### config.mk
export PLATFORM = sky130hd
export DESIGN_NAME = toaf_seq
export DESIGN_NICKNAME = d
export VERILOG_FILES = /design/src/toaf_pkg.sv /design/src/toaf_seq.sv
export SDC_FILE = /design/constraint.sdc
export NUM_CORES = 1
export LEC_CHECK = 0
export ABC_AREA = 0
export BUFFER_PORTS_ARGS = -buffer_cell sky130_fd_sc_hd__buf_4
export CAP_MARGIN = 20
export CORE_ASPECT_RATIO = 1.4
export CORE_MARGIN = 5
export CORE_UTILIZATION = 40
export CTS_BUF_LIST = sky130_fd_sc_hd__clkbuf_16
export CTS_CLUSTER_SIZE = 10
export DETAILED_ROUTE_END_ITERATION = 6
export PLACE_DENSITY = 0.73
export SYNTH_ARGS = -nofsm -noshare
export SYNTH_HDL_FRONTEND = slang
export SYNTH_SLANG_ARGS = --single-unit
export TNS_END_PERCENT = 10
### constraint.sdc
create_clock -name aclk -period 3.95 [get_ports aclk]
set_input_delay 0.395 -clock aclk [delete_from_list [all_inputs] [get_ports aclk]]
set_output_delay 0.395 -clock aclk [all_outputs]
set_load 0.02 [all_outputs]
### src/toaf_pkg.sv
// Shared types, constants and the control store of the third-order altitude filter.
package toaf_pkg;

    localparam int ACCUM_W   = 48;
    localparam int HALF_W    = (ACCUM_W + 1) / 2;
    localparam int HI_W      = ACCUM_W - HALF_W;
    localparam int DATA_W    = 32;
    localparam int DT_W      = 16;
    localparam int COEF_W    = 32;
    localparam int PROD_W    = ACCUM_W + COEF_W;
    localparam int CFG_IDX_W = 4;
    localparam int PC_W      = 5;

    // One g in Q16.16.
    localparam int ONE_G = 642689;

    typedef logic signed [ACCUM_W-1:0] acc_t;

    localparam acc_t ACC_MAX   = {1'b0, {(ACCUM_W-1){1'b1}}};
    localparam acc_t ACC_MIN   = {1'b1, {(ACCUM_W-1){1'b0}}};
    localparam acc_t NEG_ONE_G = acc_t'(-ONE_G);
    localparam acc_t OUT_MAX   = acc_t'(32'sh7FFF_FFFF);
    localparam acc_t OUT_MIN   = acc_t'(32'sh8000_0000);

    localparam logic [COEF_W-1:0] GAIN_ALT_RST  = 32'd50331648;
    localparam logic [COEF_W-1:0] GAIN_VEL_RST  = 32'd50331648;
    localparam logic [COEF_W-1:0] GAIN_BIAS_RST = 32'd16777216;

    typedef enum logic [CFG_IDX_W-1:0] {
        CFG_GAIN_ALT  = 4'd0,
        CFG_GAIN_VEL  = 4'd1,
        CFG_GAIN_BIAS = 4'd2,
        CFG_REF_ALT   = 4'd3
    } cfg_idx_t;

    typedef enum logic [2:0] {
        UOP_NOP, UOP_MUL, UOP_ADD, UOP_SUB, UOP_MOVK, UOP_CLEAR, UOP_OUT
    } uop_t;

    typedef enum logic [1:0] {
        BR_NONE, BR_CLEAR, BR_ALWAYS
    } branch_t;

    typedef enum logic [3:0] {
        SRC_ZERO, SRC_ALT, SRC_VEL, SRC_BIAS, SRC_CSUM, SRC_PPOS, SRC_ACC, SRC_ERR,
        SRC_TMP, SRC_MUL, SRC_DT, SRC_ACCEL_DOWN, SRC_BARO, SRC_REF, SRC_NEG_G
    } src_t;

    typedef enum logic [3:0] {
        DST_NONE, DST_ALT, DST_VEL, DST_BIAS, DST_CSUM, DST_PPOS, DST_ACC, DST_ERR,
        DST_TMP, DST_KDT1, DST_KDT2, DST_KDT3
    } dst_t;

    typedef enum logic [2:0] {
        BSEL_KDT1, BSEL_KDT2, BSEL_KDT3, BSEL_DT,
        BSEL_GAIN_ALT, BSEL_GAIN_VEL, BSEL_GAIN_BIAS
    } bsel_t;

    typedef enum logic [1:0] {
        SH_16, SH_17, SH_24
    } shift_t;

    typedef struct packed {
        uop_t            op;
        branch_t         br;
        logic [PC_W-1:0] target;
        src_t            src_a;
        src_t            src_b;
        bsel_t           bsel;
        shift_t          sh;
        dst_t            dst;
        logic            set_valid;
        logic            last;
    } ucode_t;

    typedef struct packed {
        logic   load_in;
        logic   exec;
        ucode_t uw;
    } ctl_t;

    localparam logic [PC_W-1:0] PC_OUT   = PC_W'(24);
    localparam logic [PC_W-1:0] PC_CLEAR = PC_W'(25);

    function automatic ucode_t uc_base();
        ucode_t w;
        w.op        = UOP_NOP;
        w.br        = BR_NONE;
        w.target    = '0;
        w.src_a     = SRC_ZERO;
        w.src_b     = SRC_ZERO;
        w.bsel      = BSEL_DT;
        w.sh        = SH_16;
        w.dst       = DST_NONE;
        w.set_valid = 1'b0;
        w.last      = 1'b0;
        return w;
    endfunction

    function automatic ucode_t uc_mul(src_t a, bsel_t b, shift_t s);
        ucode_t w;
        w       = uc_base();
        w.op    = UOP_MUL;
        w.src_a = a;
        w.bsel  = b;
        w.sh    = s;
        return w;
    endfunction

    function automatic ucode_t uc_alu(uop_t op, src_t a, src_t b, dst_t d);
        ucode_t w;
        w       = uc_base();
        w.op    = op;
        w.src_a = a;
        w.src_b = b;
        w.dst   = d;
        return w;
    endfunction

    function automatic ucode_t uc_movk(dst_t d);
        ucode_t w;
        w     = uc_base();
        w.op  = UOP_MOVK;
        w.dst = d;
        return w;
    endfunction

    // Control store. The update program forms the three gain-time products, the
    // error, the three corrections and then the prediction over the step time.
    function automatic ucode_t ucode_rom(logic [PC_W-1:0] pc);
        ucode_t w;
        w = uc_base();
        case (pc)
            PC_W'(0): begin
                w.br     = BR_CLEAR;
                w.target = PC_CLEAR;
            end
            PC_W'(1):  w = uc_mul(SRC_DT, BSEL_GAIN_ALT, SH_16);
            PC_W'(2):  w = uc_movk(DST_KDT1);
            PC_W'(3):  w = uc_mul(SRC_DT, BSEL_GAIN_VEL, SH_16);
            PC_W'(4):  w = uc_movk(DST_KDT2);
            PC_W'(5):  w = uc_mul(SRC_DT, BSEL_GAIN_BIAS, SH_16);
            PC_W'(6):  w = uc_movk(DST_KDT3);
            PC_W'(7):  w = uc_alu(UOP_SUB, SRC_NEG_G, SRC_ACCEL_DOWN, DST_ACC);
            PC_W'(8):  w = uc_alu(UOP_SUB, SRC_BARO, SRC_REF, DST_ERR);
            PC_W'(9):  w = uc_alu(UOP_SUB, SRC_ERR, SRC_ALT, DST_ERR);
            PC_W'(10): w = uc_mul(SRC_ERR, BSEL_KDT1, SH_24);
            PC_W'(11): w = uc_alu(UOP_ADD, SRC_CSUM, SRC_MUL, DST_CSUM);
            PC_W'(12): w = uc_mul(SRC_ERR, BSEL_KDT2, SH_24);
            PC_W'(13): w = uc_alu(UOP_ADD, SRC_VEL, SRC_MUL, DST_VEL);
            PC_W'(14): w = uc_mul(SRC_ERR, BSEL_KDT3, SH_24);
            PC_W'(15): w = uc_alu(UOP_ADD, SRC_BIAS, SRC_MUL, DST_BIAS);
            PC_W'(16): w = uc_alu(UOP_ADD, SRC_ACC, SRC_BIAS, DST_ACC);
            PC_W'(17): w = uc_mul(SRC_ACC, BSEL_DT, SH_17);
            PC_W'(18): w = uc_alu(UOP_ADD, SRC_VEL, SRC_MUL, DST_TMP);
            PC_W'(19): w = uc_mul(SRC_TMP, BSEL_DT, SH_16);
            PC_W'(20): w = uc_alu(UOP_ADD, SRC_PPOS, SRC_MUL, DST_PPOS);
            PC_W'(21): w = uc_alu(UOP_ADD, SRC_PPOS, SRC_CSUM, DST_ALT);
            PC_W'(22): w = uc_mul(SRC_ACC, BSEL_DT, SH_16);
            PC_W'(23): begin
                w           = uc_alu(UOP_ADD, SRC_VEL, SRC_MUL, DST_VEL);
                w.set_valid = 1'b1;
            end
            PC_OUT: begin
                w.op   = UOP_OUT;
                w.last = 1'b1;
            end
            PC_CLEAR: begin
                w.op     = UOP_CLEAR;
                w.br     = BR_ALWAYS;
                w.target = PC_OUT;
            end
            default: w.last = 1'b1;
        endcase
        return w;
    endfunction

endpackage

### src/toaf_seq.sv
// Microcode sequencer: step counter, control store, branching and handshakes.
module toaf_seq (
    input  logic           aclk,
    input  logic           aresetn,
    input  logic           s_valid,
    output logic           s_ready,
    input  logic           s_command,
    output logic           m_valid,
    input  logic           m_ready,
    output logic           mul_start,
    input  logic           mul_done,
    output toaf_pkg::ctl_t ctl
);
    import toaf_pkg::*;

    typedef enum logic {ST_IDLE, ST_RUN} sstate_t;

    sstate_t         state_reg, state_next;
    logic [PC_W-1:0] pc_reg, pc_next;
    logic            issued_reg, issued_next;
    logic            cmd_reg, cmd_next;
    logic            m_valid_reg, m_valid_next;
    ucode_t          uw;
    logic            run;
    logic            in_fire;
    logic            out_full;
    logic            step_done;
    logic            take_branch;

    always_comb begin
        uw       = ucode_rom(pc_reg);
        run      = (state_reg == ST_RUN);
        in_fire  = (state_reg == ST_IDLE) && s_valid;
        out_full = m_valid_reg && !m_ready;

        case (uw.op)
            UOP_MUL: step_done = mul_done;
            UOP_OUT: step_done = !out_full;
            default: step_done = 1'b1;
        endcase

        case (uw.br)
            BR_CLEAR:  take_branch = cmd_reg;
            BR_ALWAYS: take_branch = 1'b1;
            default:   take_branch = 1'b0;
        endcase

        state_next  = state_reg;
        pc_next     = pc_reg;
        issued_next = issued_reg;
        cmd_next    = cmd_reg;

        if (in_fire) begin
            state_next  = ST_RUN;
            pc_next     = '0;
            issued_next = 1'b0;
            cmd_next    = s_command;
        end else if (run && step_done) begin
            issued_next = 1'b0;
            if (uw.last) begin
                state_next = ST_IDLE;
            end else begin
                pc_next = take_branch ? uw.target : pc_reg + PC_W'(1);
            end
        end else if (run && uw.op == UOP_MUL) begin
            issued_next = 1'b1;
        end

        mul_start = run && (uw.op == UOP_MUL) && !issued_reg;

        if (run && step_done && uw.op == UOP_OUT) begin
            m_valid_next = 1'b1;
        end else if (m_ready) begin
            m_valid_next = 1'b0;
        end else begin
            m_valid_next = m_valid_reg;
        end

        ctl.load_in = in_fire;
        ctl.exec    = run && step_done;
        ctl.uw      = uw;
    end

    always_ff @(posedge aclk) begin
        if (!aresetn) begin
            state_reg   <= ST_IDLE;
            pc_reg      <= '0;
            issued_reg  <= 1'b0;
            m_valid_reg <= 1'b0;
        end else begin
            state_reg   <= state_next;
            pc_reg      <= pc_next;
            issued_reg  <= issued_next;
            m_valid_reg <= m_valid_next;
        end
        cmd_reg <= cmd_next;
    end

    assign s_ready = (state_reg == ST_IDLE);
    assign m_valid = m_valid_reg;

endmodule

# [Word level (Yosys, flattened, before mapping)]
# Index checks and enable logic that the tools add are counted.
[totals] ff_bits=9 input_bits=6
[classes] bitwise=2 n_reduce_logical=21 eq_ne=30 add_sub_neg=1 n_mux=12
[op_table] op="$pmux 18 s23" n=1
[op_table] op="$eq 5x5->1 const B" n=10
[op_table] op="$eq 5x4->1 const B" n=8
[op_table] op="$reduce_or 25->1" n=1
[op_table] op="$eq 5x3->1 const B" n=4
[op_table] op="$pmux 3 s6" n=1
[op_table] op="$pmux 7 s2" n=1
[op_table] op="$eq 5x2->1 const B" n=2
[op_table] op="$reduce_or 3->1" n=3
[op_table] op="$reduce_or 9->1" n=1
[op_table] op="$reduce_or 8->1" n=1
[op_table] op="$logic_and 1x1->1" n=6
[op_table] op="$mux 1" n=6
[op_table] op="$add 5x1->5 const B" n=1
[op_table] op="$eq 5x1->1 const B" n=1
[op_table] op="$logic_not 5->1" n=1
[op_table] op="$mux 5" n=1
[op_table] op="$pmux 1 s2" n=2
[op_table] op="$reduce_and 2->1" n=2
[op_table] op="$reduce_bool 2->1" n=2
[op_table] op="$eq 3x1->1 const B" n=1
[op_table] op="$eq 3x3->1 const B" n=1
[op_table] op="$logic_not 1->1" n=3
[op_table] op="$eq 2x1->1 const B" n=1
[op_table] op="other kinds (4)" n=5

# [Depth between registers and ports, before layout]
[depth] depth_word=8 ltp_mapped=13

# [Worst setup path after synthesis]
# OpenSTA, ideal clock, no wires.
[synth_timing] kind="register -> output" from="register pc_reg[2]" to="output mul_start" arrival_ns=2.437 stages_incl_launch_ff=12 path_slack_ns=1.118 t_required_ns=3.555 path_buffers=4 path_cell_list="dfxtp_1 > buf_2 > buf_4 > clkbuf_1 > clkbuf_1 > and3_1 > ha_1 > a41o_1 > or2_4 > nor2_2 > nand4_1 > nor2_1"
[synth_between] elab_chain_cells=6
[synth_rtl] item="from (decl)" line_no="toaf_seq.sv:19" text="logic [PC_W-1:0] pc_reg, pc_next;"
[synth_rtl] item="from (signal assigned)" line_no="toaf_seq.sv:92" text="pc_reg <= pc_next;"
[synth_rtl] item="$eq 5x5->1, or another cell as far along" line_no="toaf_pkg.sv:133" text="case (pc)"
[synth_rtl] item="$reduce_or 9->1 (no source line), or another cell as far along"
[synth_rtl] item="$pmux 3 s6 (*)" line_no="toaf_pkg.sv:133"
[synth_rtl] item="$eq 3x1->1 (*)" line_no="toaf_seq.sv:69" text="mul_start = run && (uw.op == UOP_MUL) && !issued_reg;"
[synth_rtl] item="$logic_and 1x1->1 (*) (2 in series)" line_no="toaf_seq.sv:69"
[synth_rtl] item="to (decl)" line_no="toaf_seq.sv:10" text="output logic mul_start,"
# Every way passes the cells marked *; elsewhere a longest branch is shown, timed or not.

==> results.txt <==
----------------------------------------------------
[STA]
  Final worst path period need ... 3110 ps
  Final slew viol count ... 0
  Final setup violation count ... 0
  Worst clock skew ... 2.58 ps
  Transition time at the pin with the least slew margin ... 988 ps
  Accumulated negative setup slack ... 0 ps
  Unrepaired setup endpoints after global routing ... no
  Fmax ... 321 MHz
  Max-slew headroom at the worst pin ... 0.341
  Post-route clock period utilization ... 0.789
  Hold violation total from the final report ... 0

[Floorplan]
  Initial Utilization ... 0.417
  Die height ... 77.8 µm
  Floorplan Core Area ... 3150 µm²
  IO Count ... 40
  Horizontal extent of the die ... 58.5 µm
  Placement Rows ... 24
  Floorplan die area ... 4550 µm²

[Critical path]
  Type of the worst setup path ... reg -> out
  Crit. path cell count ... 9
  Count of buffering cells on the critical path with inverters included ... 1
  Category of the worst setup path capture point ... output port
  Arrival time of data at the critical path endpoint ... 2720 ps
  Setup crit start kind ... flip-flop
  Critical R2R Launch ... pc_reg[0]
  Endpoint of the most critical setup path ... ctl[29]
  Maximum single-stage delay on the critical path ... 420 ps
  RR Endpoint ... pc_reg[3]
  Top delay family on crit path ... simple AND/OR/NAND/NOR gates
  Worst-path fanout max ... 19
  Number of cells on the worst reg-to-reg path ... 9
  Max stage delay cell, worst path ... ha_1
  Crit path top cell by count ... ha_1
  Critical path required time ... 3560 ps
  Slack of the worst reg-to-reg path ... 1140 ps
  Cell chain of the critical path ... ha_1, and3_1, ha_1, a41o_1, or2_4, nor3_2, nand3_2, o311a_1, buf_4
  CP startpoint ... pc_reg[0]

[Drt]
  Total number of vias ... 1432
  DRC violation total after the first TritonRoute iteration ... 73
  Total Wirelength ... 3590 µm
  Via density ... 5.73
  Routed wire length per instance ... 14.4 µm
  Drc violations ... 0
  Count of antenna-violating nets left after detailed routing ... 0
  Number of detailed-routing iterations run before antenna repair ... 4

[GRT]
  First-pass GRT wire length ... 5920 µm
  Overall fraction of global-route tracks in use ... 0.162
  Pin count of the biggest net entering global routing ... 29
  Number of antenna violations at the first check in global routing ... 0
  Overflow left after global routing ... 0
  Vias in the first global route ... 1290

[Power and ir drop]
  Combinational fraction of design power ... 0.481
  IR drop worst, VDD ... 0.315 mV
  P_sw ... 0.000212 W
  PnR Total Power ... 0.000549 W
  Fraction of power consumed by the clock network ... 0.320
  Sequential Power Share ... 0.199
  Power density over the cells ... 338 nW/µm²
  Leakage power ... 0.745 nW
  Sw Ratio ... 0.386
  Cell Int Power ... 0.000338 W

[Clocking]
  Inserted Clock Buffers ... 3
  Setup Buffers After CTS ... 0
  Clock tree sinks ... 9
  Clock Tree Buf Depth ... 2
  Clock-pin slew reported for the worst setup and hold paths after clock tree synthesis ... 40 ps
  CTS root buf ... clkbuf_16
  CTS resizes ... 0
  H-Tree Level Count ... 1
  Number of buffers inserted for hold repair after clock tree synthesis ... 0
  Clock network latency to the later pin of the worst-skew pair ... 240 ps
  CTS tree ... built

[Final layout]
  Final layout net count ... 223
  Max FFs per register ... 5
  Layout Area Growth over Synthesis ... 23.6%
  Antenna diode instance count ... 0
  Layout cell share with drive strength beyond 1 ... 0.275

[Yosys]
  Post-synthesis async set-or-reset flop share ... 0
  Average cell area after synthesis ... 7.03 µm²
  YS warnings ... 0
  Cell accounting for the most synthesized area ... dfxtp_1
  Sequential area share after synthesis ... 0.145
  Most area-consuming cells after synthesis ... dfxtp_1 12%, a21oi_1 6.9%, nor2_1 6.0%, ha_1 4.8%, nand2b_1 4.8%
  Top cells by count, synth ... 21 x nor2_1, 18 x a21oi_1, 13 x nand2_1, 10 x nand2b_1
  Number of enable-type register cells in the synthesized netlist ... 1
  Area fraction of the dominant cell type after synthesis ... 0.122
  Summed instance area of the synthesized netlist ... 1320 µm²
  Flip-flop and latch count after synthesis ... 9
  Synth unique cells ... 55
  Library cell with the highest instance count after synthesis ... nor2_1
  Most frequently used flop master after synthesis ... dfxtp_1
  Syn Inst Count ... 187

[Placement]
  Post-detailed-placement half-perimeter wirelength ... 2760 µm
  Final Wtd Congestion ... 0.905
  Number of input and output port buffers inserted ... 37

[Hold path]
  Hold/Removal Path Class ... in -> reg

[Outcome]
  Result of the run ... finished, final reports clean

[Flow run]
  Count of maximum capacitance violations ... 0

----------------------------------------------------
[metrics by stage]
stage | std cells | utilization | cell area, µm² | setup WS (ps) | hold slack, ps
after floorplan | 188 | - | 1320 | 1120 | 434
after global placement | 246 | 0.490 | 1550 | 1160 | 455
after detailed placement | 246 | 0.490 | 1550 | 1110 | 448
after CTS | 250 | 0.515 | 1630 | 847 | 336
after global routing | 250 | 0.515 | 1630 | 650 | 344
final | 250 | 0.515 | 1630 | 835 | 340
[power groups by stage]
stage | Clock (W) | Sequential (W) | Combinational (W)
after detailed placement | 0 | 0.000110 | 0.000265
after global placement | 0 | 0.000110 | 0.000265
after floorplan | 0 | 0.000104 | 0.000197
after global routing | 0.000187 | 0.000111 | 0.000287
after CTS | 0.000180 | 0.000109 | 0.000266
final | 0.000176 | 0.000109 | 0.000264
[cells in the final DEF, fill, tap and decap left out, types with 3 or more instances in the layout]
cell        n
buf_4      40
nor2_1     21
a21oi_1    18
nand2_1    13
inv_1      10
nand2b_1   10
o21ai_0     9
dfxtp_1     8
nor2b_1     7
o21a_1      5
ha_1        5
and3_1      4
mux2i_1     4
o211ai_1    3
a31oi_1     3
o221ai_1    3
nand3_1     3
clkbuf_16   3
[layout make-up]
type                       count  area (µm²)
inverter                      10        37.5
sequential                     9         190
fill                         328        1530
multi-input combinational    148         970
tap                           39        48.8
clock inverter                 1        3.75
timing repair buffer          40         300
clock buffer                   3        75.1
[per-layer routing]
layer	track usage	wire length (µm)	vias to the layer above
met5	0	0	-
met4	0.0766	80	0
met3	0.0249	202	7
met2	0.290	1920	43
met1	0.181	1390	665
li1	-	-	717
[logic make-up (layout without fill, tap and decap cells)]
family          count (synthesis)  count (layout)  synth area share
compound gates                 61              61             0.332
buf+inv                        31              54             0.121
flops                           9               9             0.145
other cells                     1               2           0.00285
xor+xnor                        1               1           0.00666
mux                             4               4            0.0304
fa+ha+maj                       5               5            0.0476
simple gates                   75              75             0.315
[worst min-delay path by stage]
stage / from / cells past startpoint / slack, ps / end
finish: s_command / 1 / 340 / cmd_reg
CTS: s_command / 1 / 340 / cmd_reg
global placement: issued_reg / 2 / 450 / issued_reg
global route: s_command / 1 / 340 / cmd_reg
floorplan: issued_reg / 2 / 430 / issued_reg
detailed placement: issued_reg / 2 / 450 / issued_reg
No activity file was read; power rests on OpenSTA's default activity.
