--- config.mk ---
export PLATFORM = sky130hd
export DESIGN_NAME = toaf_mul
export DESIGN_NICKNAME = d
export VERILOG_FILES = /design/src/toaf_pkg.sv /design/src/toaf_mul.sv
export SDC_FILE = /design/constraint.sdc
export NUM_CORES = 2
export LEC_CHECK = 0
export BUFFER_PORTS_ARGS = -buffer_cell sky130_fd_sc_hd__buf_2
export CAP_MARGIN = 15
export CORE_AREA = 2 2 348 350
export DETAILED_ROUTE_END_ITERATION = 8
export DIE_AREA = 0 0 350 352
export PLACE_DENSITY = 0.75
export SLEW_MARGIN = 10
export SYNTH_ARGS = -nofsm -noshare
export SYNTH_HDL_FRONTEND = slang
export SYNTH_SLANG_ARGS = --single-unit
--- constraint.sdc ---
create_clock -name aclk -period 22.1 [get_ports aclk]
set_input_delay 2.21 -clock aclk [delete_from_list [all_inputs] [get_ports aclk]]
set_output_delay 2.21 -clock aclk [all_outputs]
set_load 0.05 [all_outputs]
--- src/toaf_pkg.sv ---
// Shared types, constants and the control store of the third-order altitude filter.
package toaf_pkg;

    localparam int ACCUM_W   = 48;
    localparam int HALF_W    = (ACCUM_W + 1) / 2;
    localparam int HI_W      = ACCUM_W - HALF_W;
    localparam int DATA_W    = 32;
    localparam int DT_W      = 16;
    localparam int COEF_W    = 32;
    localparam int PROD_W    = ACCUM_W + COEF_W;
    localparam int CFG_IDX_W = 4;
    localparam int PC_W      = 5;

    // One g in Q16.16.
    localparam int ONE_G = 642689;

    typedef logic signed [ACCUM_W-1:0] acc_t;

    localparam acc_t ACC_MAX   = {1'b0, {(ACCUM_W-1){1'b1}}};
    localparam acc_t ACC_MIN   = {1'b1, {(ACCUM_W-1){1'b0}}};
    localparam acc_t NEG_ONE_G = acc_t'(-ONE_G);
    localparam acc_t OUT_MAX   = acc_t'(32'sh7FFF_FFFF);
    localparam acc_t OUT_MIN   = acc_t'(32'sh8000_0000);

    localparam logic [COEF_W-1:0] GAIN_ALT_RST  = 32'd50331648;
    localparam logic [COEF_W-1:0] GAIN_VEL_RST  = 32'd50331648;
    localparam logic [COEF_W-1:0] GAIN_BIAS_RST = 32'd16777216;

    typedef enum logic [CFG_IDX_W-1:0] {
        CFG_GAIN_ALT  = 4'd0,
        CFG_GAIN_VEL  = 4'd1,
        CFG_GAIN_BIAS = 4'd2,
        CFG_REF_ALT   = 4'd3
    } cfg_idx_t;

    typedef enum logic [2:0] {
        UOP_NOP, UOP_MUL, UOP_ADD, UOP_SUB, UOP_MOVK, UOP_CLEAR, UOP_OUT
    } uop_t;

    typedef enum logic [1:0] {
        BR_NONE, BR_CLEAR, BR_ALWAYS
    } branch_t;

    typedef enum logic [3:0] {
        SRC_ZERO, SRC_ALT, SRC_VEL, SRC_BIAS, SRC_CSUM, SRC_PPOS, SRC_ACC, SRC_ERR,
        SRC_TMP, SRC_MUL, SRC_DT, SRC_ACCEL_DOWN, SRC_BARO, SRC_REF, SRC_NEG_G
    } src_t;

    typedef enum logic [3:0] {
        DST_NONE, DST_ALT, DST_VEL, DST_BIAS, DST_CSUM, DST_PPOS, DST_ACC, DST_ERR,
        DST_TMP, DST_KDT1, DST_KDT2, DST_KDT3
    } dst_t;

    typedef enum logic [2:0] {
        BSEL_KDT1, BSEL_KDT2, BSEL_KDT3, BSEL_DT,
        BSEL_GAIN_ALT, BSEL_GAIN_VEL, BSEL_GAIN_BIAS
    } bsel_t;

    typedef enum logic [1:0] {
        SH_16, SH_17, SH_24
    } shift_t;

    typedef struct packed {
        uop_t            op;
        branch_t         br;
        logic [PC_W-1:0] target;
        src_t            src_a;
        src_t            src_b;
        bsel_t           bsel;
        shift_t          sh;
        dst_t            dst;
        logic            set_valid;
        logic            last;
    } ucode_t;

    typedef struct packed {
        logic   load_in;
        logic   exec;
        ucode_t uw;
    } ctl_t;

    localparam logic [PC_W-1:0] PC_OUT   = PC_W'(24);
    localparam logic [PC_W-1:0] PC_CLEAR = PC_W'(25);

    function automatic ucode_t uc_base();
        ucode_t w;
        w.op        = UOP_NOP;
        w.br        = BR_NONE;
        w.target    = '0;
        w.src_a     = SRC_ZERO;
        w.src_b     = SRC_ZERO;
        w.bsel      = BSEL_DT;
        w.sh        = SH_16;
        w.dst       = DST_NONE;
        w.set_valid = 1'b0;
        w.last      = 1'b0;
        return w;
    endfunction

    function automatic ucode_t uc_mul(src_t a, bsel_t b, shift_t s);
        ucode_t w;
        w       = uc_base();
        w.op    = UOP_MUL;
        w.src_a = a;
        w.bsel  = b;
        w.sh    = s;
        return w;
    endfunction

    function automatic ucode_t uc_alu(uop_t op, src_t a, src_t b, dst_t d);
        ucode_t w;
        w       = uc_base();
        w.op    = op;
        w.src_a = a;
        w.src_b = b;
        w.dst   = d;
        return w;
    endfunction

    function automatic ucode_t uc_movk(dst_t d);
        ucode_t w;
        w     = uc_base();
        w.op  = UOP_MOVK;
        w.dst = d;
        return w;
    endfunction

    // Control store. The update program forms the three gain-time products, the
    // error, the three corrections and then the prediction over the step time.
    function automatic ucode_t ucode_rom(logic [PC_W-1:0] pc);
        ucode_t w;
        w = uc_base();
        case (pc)
            PC_W'(0): begin
                w.br     = BR_CLEAR;
                w.target = PC_CLEAR;
            end
            PC_W'(1):  w = uc_mul(SRC_DT, BSEL_GAIN_ALT, SH_16);
            PC_W'(2):  w = uc_movk(DST_KDT1);
            PC_W'(3):  w = uc_mul(SRC_DT, BSEL_GAIN_VEL, SH_16);
            PC_W'(4):  w = uc_movk(DST_KDT2);
            PC_W'(5):  w = uc_mul(SRC_DT, BSEL_GAIN_BIAS, SH_16);
            PC_W'(6):  w = uc_movk(DST_KDT3);
            PC_W'(7):  w = uc_alu(UOP_SUB, SRC_NEG_G, SRC_ACCEL_DOWN, DST_ACC);
            PC_W'(8):  w = uc_alu(UOP_SUB, SRC_BARO, SRC_REF, DST_ERR);
            PC_W'(9):  w = uc_alu(UOP_SUB, SRC_ERR, SRC_ALT, DST_ERR);
            PC_W'(10): w = uc_mul(SRC_ERR, BSEL_KDT1, SH_24);
            PC_W'(11): w = uc_alu(UOP_ADD, SRC_CSUM, SRC_MUL, DST_CSUM);
            PC_W'(12): w = uc_mul(SRC_ERR, BSEL_KDT2, SH_24);
            PC_W'(13): w = uc_alu(UOP_ADD, SRC_VEL, SRC_MUL, DST_VEL);
            PC_W'(14): w = uc_mul(SRC_ERR, BSEL_KDT3, SH_24);
            PC_W'(15): w = uc_alu(UOP_ADD, SRC_BIAS, SRC_MUL, DST_BIAS);
            PC_W'(16): w = uc_alu(UOP_ADD, SRC_ACC, SRC_BIAS, DST_ACC);
            PC_W'(17): w = uc_mul(SRC_ACC, BSEL_DT, SH_17);
            PC_W'(18): w = uc_alu(UOP_ADD, SRC_VEL, SRC_MUL, DST_TMP);
            PC_W'(19): w = uc_mul(SRC_TMP, BSEL_DT, SH_16);
            PC_W'(20): w = uc_alu(UOP_ADD, SRC_PPOS, SRC_MUL, DST_PPOS);
            PC_W'(21): w = uc_alu(UOP_ADD, SRC_PPOS, SRC_CSUM, DST_ALT);
            PC_W'(22): w = uc_mul(SRC_ACC, BSEL_DT, SH_16);
            PC_W'(23): begin
                w           = uc_alu(UOP_ADD, SRC_VEL, SRC_MUL, DST_VEL);
                w.set_valid = 1'b1;
            end
            PC_OUT: begin
                w.op   = UOP_OUT;
                w.last = 1'b1;
            end
            PC_CLEAR: begin
                w.op     = UOP_CLEAR;
                w.br     = BR_ALWAYS;
                w.target = PC_OUT;
            end
            default: w.last = 1'b1;
        endcase
        return w;
    endfunction

endpackage

--- src/toaf_mul.sv ---
// Shared multi-cycle signed-by-unsigned multiplier with truncating shift and saturation.
module toaf_mul (
    input  logic                          aclk,
    input  logic                          aresetn,
    input  logic                          start,
    input  toaf_pkg::acc_t                a,
    input  logic [toaf_pkg::COEF_W-1:0]   b,
    input  toaf_pkg::shift_t              sh,
    output toaf_pkg::acc_t                result,
    output logic [toaf_pkg::COEF_W-1:0]   raw,
    output logic                          done
);
    import toaf_pkg::*;

    typedef enum logic [2:0] {M_IDLE, M_LO, M_HI, M_SUM, M_FIN} mstate_t;

    mstate_t                    state_reg, state_next;
    logic                       done_reg, done_next;
    logic                       neg_reg;
    logic [ACCUM_W-1:0]         mag_reg, mag_next;
    logic [COEF_W-1:0]          b_reg;
    shift_t                     sh_reg;
    logic [HALF_W+COEF_W-1:0]   prod_lo_reg;
    logic [HI_W+COEF_W-1:0]     prod_hi_reg;
    logic [PROD_W-1:0]          full_reg, full_next;
    logic [PROD_W-1:0]          shifted;
    logic [PROD_W-1:0]          limit;
    logic [ACCUM_W-1:0]         mag_res;
    acc_t                       result_reg, result_next;
    logic [COEF_W-1:0]          raw_reg, raw_next;

    always_comb begin
        state_next = state_reg;
        done_next  = 1'b0;
        case (state_reg)
            M_IDLE: if (start) state_next = M_LO;
            M_LO:   state_next = M_HI;
            M_HI:   state_next = M_SUM;
            M_SUM:  state_next = M_FIN;
            M_FIN: begin
                state_next = M_IDLE;
                done_next  = 1'b1;
            end
            default: state_next = M_IDLE;
        endcase

        // Work on the magnitude so the shift truncates toward zero.
        mag_next  = a[ACCUM_W-1] ? ACCUM_W'(-a) : ACCUM_W'(a);
        full_next = {prod_hi_reg, {HALF_W{1'b0}}} + PROD_W'(prod_lo_reg);

        case (sh_reg)
            SH_16:   shifted = full_reg >> 16;
            SH_17:   shifted = full_reg >> 17;
            SH_24:   shifted = full_reg >> 24;
            default: shifted = full_reg >> 16;
        endcase

        // A negative result may reach one step further than a positive one.
        limit       = PROD_W'(ACC_MAX) + PROD_W'(neg_reg);
        mag_res     = (shifted > limit) ? limit[ACCUM_W-1:0] : shifted[ACCUM_W-1:0];
        result_next = neg_reg ? acc_t'(-mag_res) : acc_t'(mag_res);
        raw_next    = shifted[COEF_W-1:0];
    end

    always_ff @(posedge aclk) begin
        if (!aresetn) begin
            state_reg <= M_IDLE;
            done_reg  <= 1'b0;
        end else begin
            state_reg <= state_next;
            done_reg  <= done_next;
        end
        case (state_reg)
            M_IDLE: begin
                if (start) begin
                    neg_reg <= a[ACCUM_W-1];
                    mag_reg <= mag_next;
                    b_reg   <= b;
                    sh_reg  <= sh;
                end
            end
            M_LO:  prod_lo_reg <= mag_reg[HALF_W-1:0] * b_reg;
            M_HI:  prod_hi_reg <= mag_reg[ACCUM_W-1:HALF_W] * b_reg;
            M_SUM: full_reg <= full_next;
            M_FIN: begin
                result_reg <= result_next;
                raw_reg    <= raw_next;
            end
            default: ;
        endcase
    end

    assign result = result_reg;
    assign raw    = raw_reg;
    assign done   = done_reg;

endmodule

Word level (Yosys, flattened, before mapping) --
Index checks and enable logic that the tools add are counted.
Word-level totals: bits in registers 359, bits of input ports 85, output and inout bits 81, logic and storage cells 35
Cells by class: add/sub/neg operators 4, $mul 2, order comparisons 1, equal/unequal tests 7, muxes and demuxes 7, reduce and logical (&&, ||, !) cells 2
Operator list (count):
- one-hot mux 64 bit (2 select lines) | 1
- multiplier 24 x 32 -> 56 bit | 2
- 2-to-1 mux 48 bit | 2
- negator 48 bit | 2
- adder 80 x 56 -> 80 bit | 1
- > comparator 80 x 48 -> 1 bit | 1
- adder 47 x 1 -> 48 bit (first input constant) | 1
- 2-to-1 mux 47 bit | 1
- one-hot mux 3 bit (4 select lines) | 1
- equality test 3 x 2 -> 1 bit (second input constant) | 2
- equality test 3 x 1 -> 1 bit (second input constant) | 1
- equality test 3 bit (second input constant) | 1
- zero test 3 bit | 1
- 2-to-1 mux 3 bit | 1
- equality test 2 x 1 -> 1 bit (second input constant) | 1
- equality test 2 bit (second input constant) | 1
- != test 2 bit (second input constant) | 1
- AND reduction 2 bit | 1
- 2-to-1 mux 1 bit | 1

Logic depth before layout (Yosys ltp) --
depth after elaboration 6, depth in mapped cells 27, gate-level depth less buffers 25

Least setup slack after synthesis --
OpenSTA, ideal clock, no wires.
path kind input-to-reg, start point in start, end point reg b_reg[0] (enable), setup time 0.757 ns, arrival 10.588 ns, required time 21.343 ns, setup slack 10.754 ns, cell stages on the path 1, buffers on the path 0, cells stage by stage nor4b_1
On the way: longest elaborated chain between the ends 1
RTL lines:
- start, declared | RTL line toaf_mul.sv:5 | input logic start,
- AND reduction 2 bit (no line)
- end signal, assigned | RTL line toaf_mul.sv:78 | b_reg <= b;
- end, declared | RTL line toaf_mul.sv:21 | logic [COEF_W-1:0] b_reg;
No other way between the ends. A chain may end at the register's enable or synchronous reset.

Worst setup path after layout --
start point reg mag_reg[29], end point reg prod_hi_reg[53] (data pin)
On the way: longest elaborated chain between the ends 1
RTL lines:
- start, declared | RTL line toaf_mul.sv:20 | logic [ACCUM_W-1:0] mag_reg, mag_next;
- start signal, assigned | RTL line toaf_mul.sv:77 | mag_reg <= mag_next;
- multiplier 24 x 32 -> 56 bit | RTL line toaf_mul.sv:83 | M_HI: prod_hi_reg <= mag_reg[ACCUM_W-1:HALF_W] * b_reg;
- end signal, assigned | RTL line toaf_mul.sv:83
- end, declared | RTL line toaf_mul.sv:24 | logic [HI_W+COEF_W-1:0] prod_hi_reg;
No other way between the ends.

==> summary.txt <==
Clocking
  • CTS clk-pin slew, worst paths: around 0.060 ns
  • Postcts setup bufs: 0
  • CTS root buf: clkbuf_16
  • Longest Clk Path Bufs: 3
  • H-tree levels: 2
  • Clk_lat worst skew: between 0.6 and 0.7 ns
  • CTS tree: yes
  • CTS sink cnt: between 300 and 400
  • Hold_buf cts: 0
  • TritonCTS Buffers: 41
  • Cells resized by post-CTS repair: 0

Run
  • Maxcap violations: 0

Logic synthesis
  • Post-synth top area share: between 40 and 50%
  • Yosys cell types: 66
  • YS warnings: 0
  • Synth area leader: fa_1
  • Post-synthesis sequential area ratio: between 15 and 20%
  • Cell count after synthesis: a little under 7000
  • Number of synthesized flops with an enable pin: 323
  • Synth top area cells: fa_1, edfxtp_1, inv_1
  • Syn_nets: between 8000 and 9000
  • Avg Cell Area, Syn: 9.465 µm²
  • Ys flop type: edfxtp_1
  • Synth Register Bits: around 330
  • FFs w/ async S/R, synth: 0%
  • Synth Cell Area: 65120 µm²

Timing
  • Final period util: a little under 40%
  • Min Tclk post-route: approximately 8.6 ns
  • Final setup fails: 0
  • Final Hold Viols: 0
  • Slew @ Worst Pin: 1.270 ns
  • Fmax: around 120 MHz
  • RSZ-0062 raised after global routing: false
  • Slew Limit Fails: 0
  • Setup TNS: 0 ns
  • Skew final: 0.03913 ns
  • Max-slew headroom: around 15%

Layout
  • Share of layout cells above drive strength 1: under 10%
  • Post-layout util: between 50 and 60%
  • Max reg flops: 64
  • Synth-to-Final Area Change: 5.643%
  • Nets: between 8000 and 9000

Route
  • Initial DRC Count: approximately 3800
  • Vias: 47910
  • Routed wire length: 174900 µm
  • Post-DRT Antenna Nets: 0
  • DR vias/cell: between 5 and 6
  • Drt pass-1 iters: 6
  • DRC Markers: 0
  • WL/cell: 20.64 µm

GRT
  • GR Util All Layers: between 20% and 30%
  • Antenna violations before repair: 18
  • Largest net degree at the start of global routing: 82
  • GRT overflow: 0
  • Global-route wire length before repair: between 200000 and 300000 µm
  • Vias in the first global route: ~50000

Outcome
  • Outcome: finished, final reports clean

Min path
  • Worst hold path class: register to register
  • Hold path start: prod_lo_reg[19]

Worst setup path
  • Flop-to-flop setup slack: 13.53 ns
  • Worst EP required: between 20 and 25 ns
  • Critical-path maximum fanout: 19
  • Critical Path Source: mag_reg[29]
  • Critical Path End Type: register
  • Reg-to-reg startpoint: mag_reg[29]
  • Setup CP Type: register to register
  • CP Data Arrival Time: about 9 ns
  • CP startpoint kind: register

Floorplanning
  • DIE WIDTH: 350 µm
  • Core area: roughly 120000 µm²
  • I/O pins: 166
  • Full die area: about 120000 µm²
  • Die height: roughly 350 µm
  • Row count: around 130
  • Initial Utilization: roughly 55%

Placement
  • IO buf count: about 170
  • Gpl congestion: about 0.93
  • Final HPWL DP: 129600 µm
through the flow:
stage | instances | worst slack (ns) | area, µm² | hold slack (ns)
6_report | 8474 | 13.53 | 68790 | 0.4262
5_1_grt | 8464 | 13.18 | 68770 | 0.4378
4_1_cts | 8460 | 13.60 | 68710 | 0.4208
3_5_place_dp | 8385 | 13.62 | 67370 | 0.4066
3_3_place_gp | 8384 | 13.57 | 67350 | 0.4085
2_1_floorplan | 6880 | 10.75 | 65120 | 0.4003
layout make-up:
type                    count  area (µm²)
well taps                1612        2017
clock buffers              47        1079
inverters                1501        5634
clock inverters            28       256.5
flip-flops and latches    327        9779
multi-input cells        4680       48350
diodes                     11       27.53
repair buffers            268        1652
fillers                 10100       50540
critical path: stages (launching register included):
cell	delay, ns
edfxtp_1	0.92
buf_4	0.38
nand2_1	0.10
fa_1	0.52
inv_1	0.06
fa_1	0.48
inv_1	0.06
fa_1	0.52
inv_1	0.05
fa_1	0.42
fa_1	0.48
fa_1	0.57
inv_1	0.05
fa_1	0.47
inv_1	0.04
ha_1	0.33
nand2_1	0.19
a211o_1	0.14
a21oi_1	0.06
o31ai_1	1.02
a211oi_1	0.29
nor3_1	0.36
o21ai_0	0.14
a21oi_1	0.31
o21ai_0	0.17
xor2_1	0.15
cell usage in the layout, fill, tap and decap left out, drive strengths merged, types with 8 or more instances in the layout:
| cell | Yosys | routed |
|---|---|---|
| diode | 0 | 11 |
| xor2 | 46 | 46 |
| o21bai | 14 | 14 |
| o31ai | 29 | 29 |
| and2 | 781 | 781 |
| a21o | 76 | 76 |
| clkbuf | 356 | 48 |
| a211oi | 21 | 21 |
| mux2i | 11 | 11 |
| a22oi | 46 | 46 |
| nor4 | 17 | 17 |
| nor2b | 26 | 26 |
| a221oi | 13 | 13 |
| buf | 16 | 267 |
| ha | 444 | 444 |
| nand3 | 34 | 34 |
| o21ai | 133 | 133 |
| o41ai | 11 | 11 |
| nand4 | 29 | 29 |
| or4 | 11 | 11 |
| a211o | 8 | 8 |
| a2bb2oi | 11 | 11 |
| clkinv | 0 | 18 |
| a31oi | 16 | 16 |
| fa | 1316 | 1316 |
| nor3b | 8 | 8 |
| o211ai | 13 | 13 |
| o21a | 44 | 44 |
| inv | 1501 | 1505 |
| nand2 | 919 | 919 |
| nor3 | 33 | 33 |
| or3 | 26 | 26 |
| and3 | 21 | 21 |
| a21oi | 168 | 168 |
| edfxtp | 323 | 323 |
| nand2b | 19 | 19 |
| nor2 | 111 | 111 |
| xnor2 | 149 | 149 |
worst paths after layout:
path	cells past startpoint	to
max	25	prod_hi_reg[53]
max reg2reg	25	prod_hi_reg[53]
min reg2reg	0	full_reg[19]
min	0	full_reg[19]
kinds of logic (layout without fill, tap and decap cells):
group	count (synthesis)	after routing	synth area share (%)
flip-flops	327	327	15.02
other	0	11	0
AND/OR/NAND/NOR	2061	2061	15.88
adder cells (fa/ha/maj)	1760	1760	48.99
multiplexers	11	11	0.1691
XOR/XNOR	195	195	2.623
buffers and inverters	1873	1844	10.80
AO/OA/AOI/OAI	653	653	6.523
per-layer routing:
| metal | GRT usage (%) | vias up | part of all wire (%) |
|---|---|---|---|
| met2 | 46.31 | 2446 | 45 |
| met1 | 38.38 | 24150 | 39 |
| li1 | - | 20740 | - |
| met4 | 13.31 | 18 | 5.3 |
| met5 | 0 | - | 0.067 |
| met3 | 7.330 | 551 | 11 |
cell usage after synthesis (all sizes together), types with 76 or more instances:
| cell type | number |
|---|---|
| inv | 1501 |
| fa | 1316 |
| nand2 | 919 |
| and2 | 781 |
| ha | 444 |
| clkbuf | 356 |
| edfxtp | 323 |
| a21oi | 168 |
| xnor2 | 149 |
| o21ai | 133 |
| nor2 | 111 |
| a21o | 76 |
Power is not shown: default switching activity piles up to over one toggle a cycle in this logic, so the estimate is an artifact.
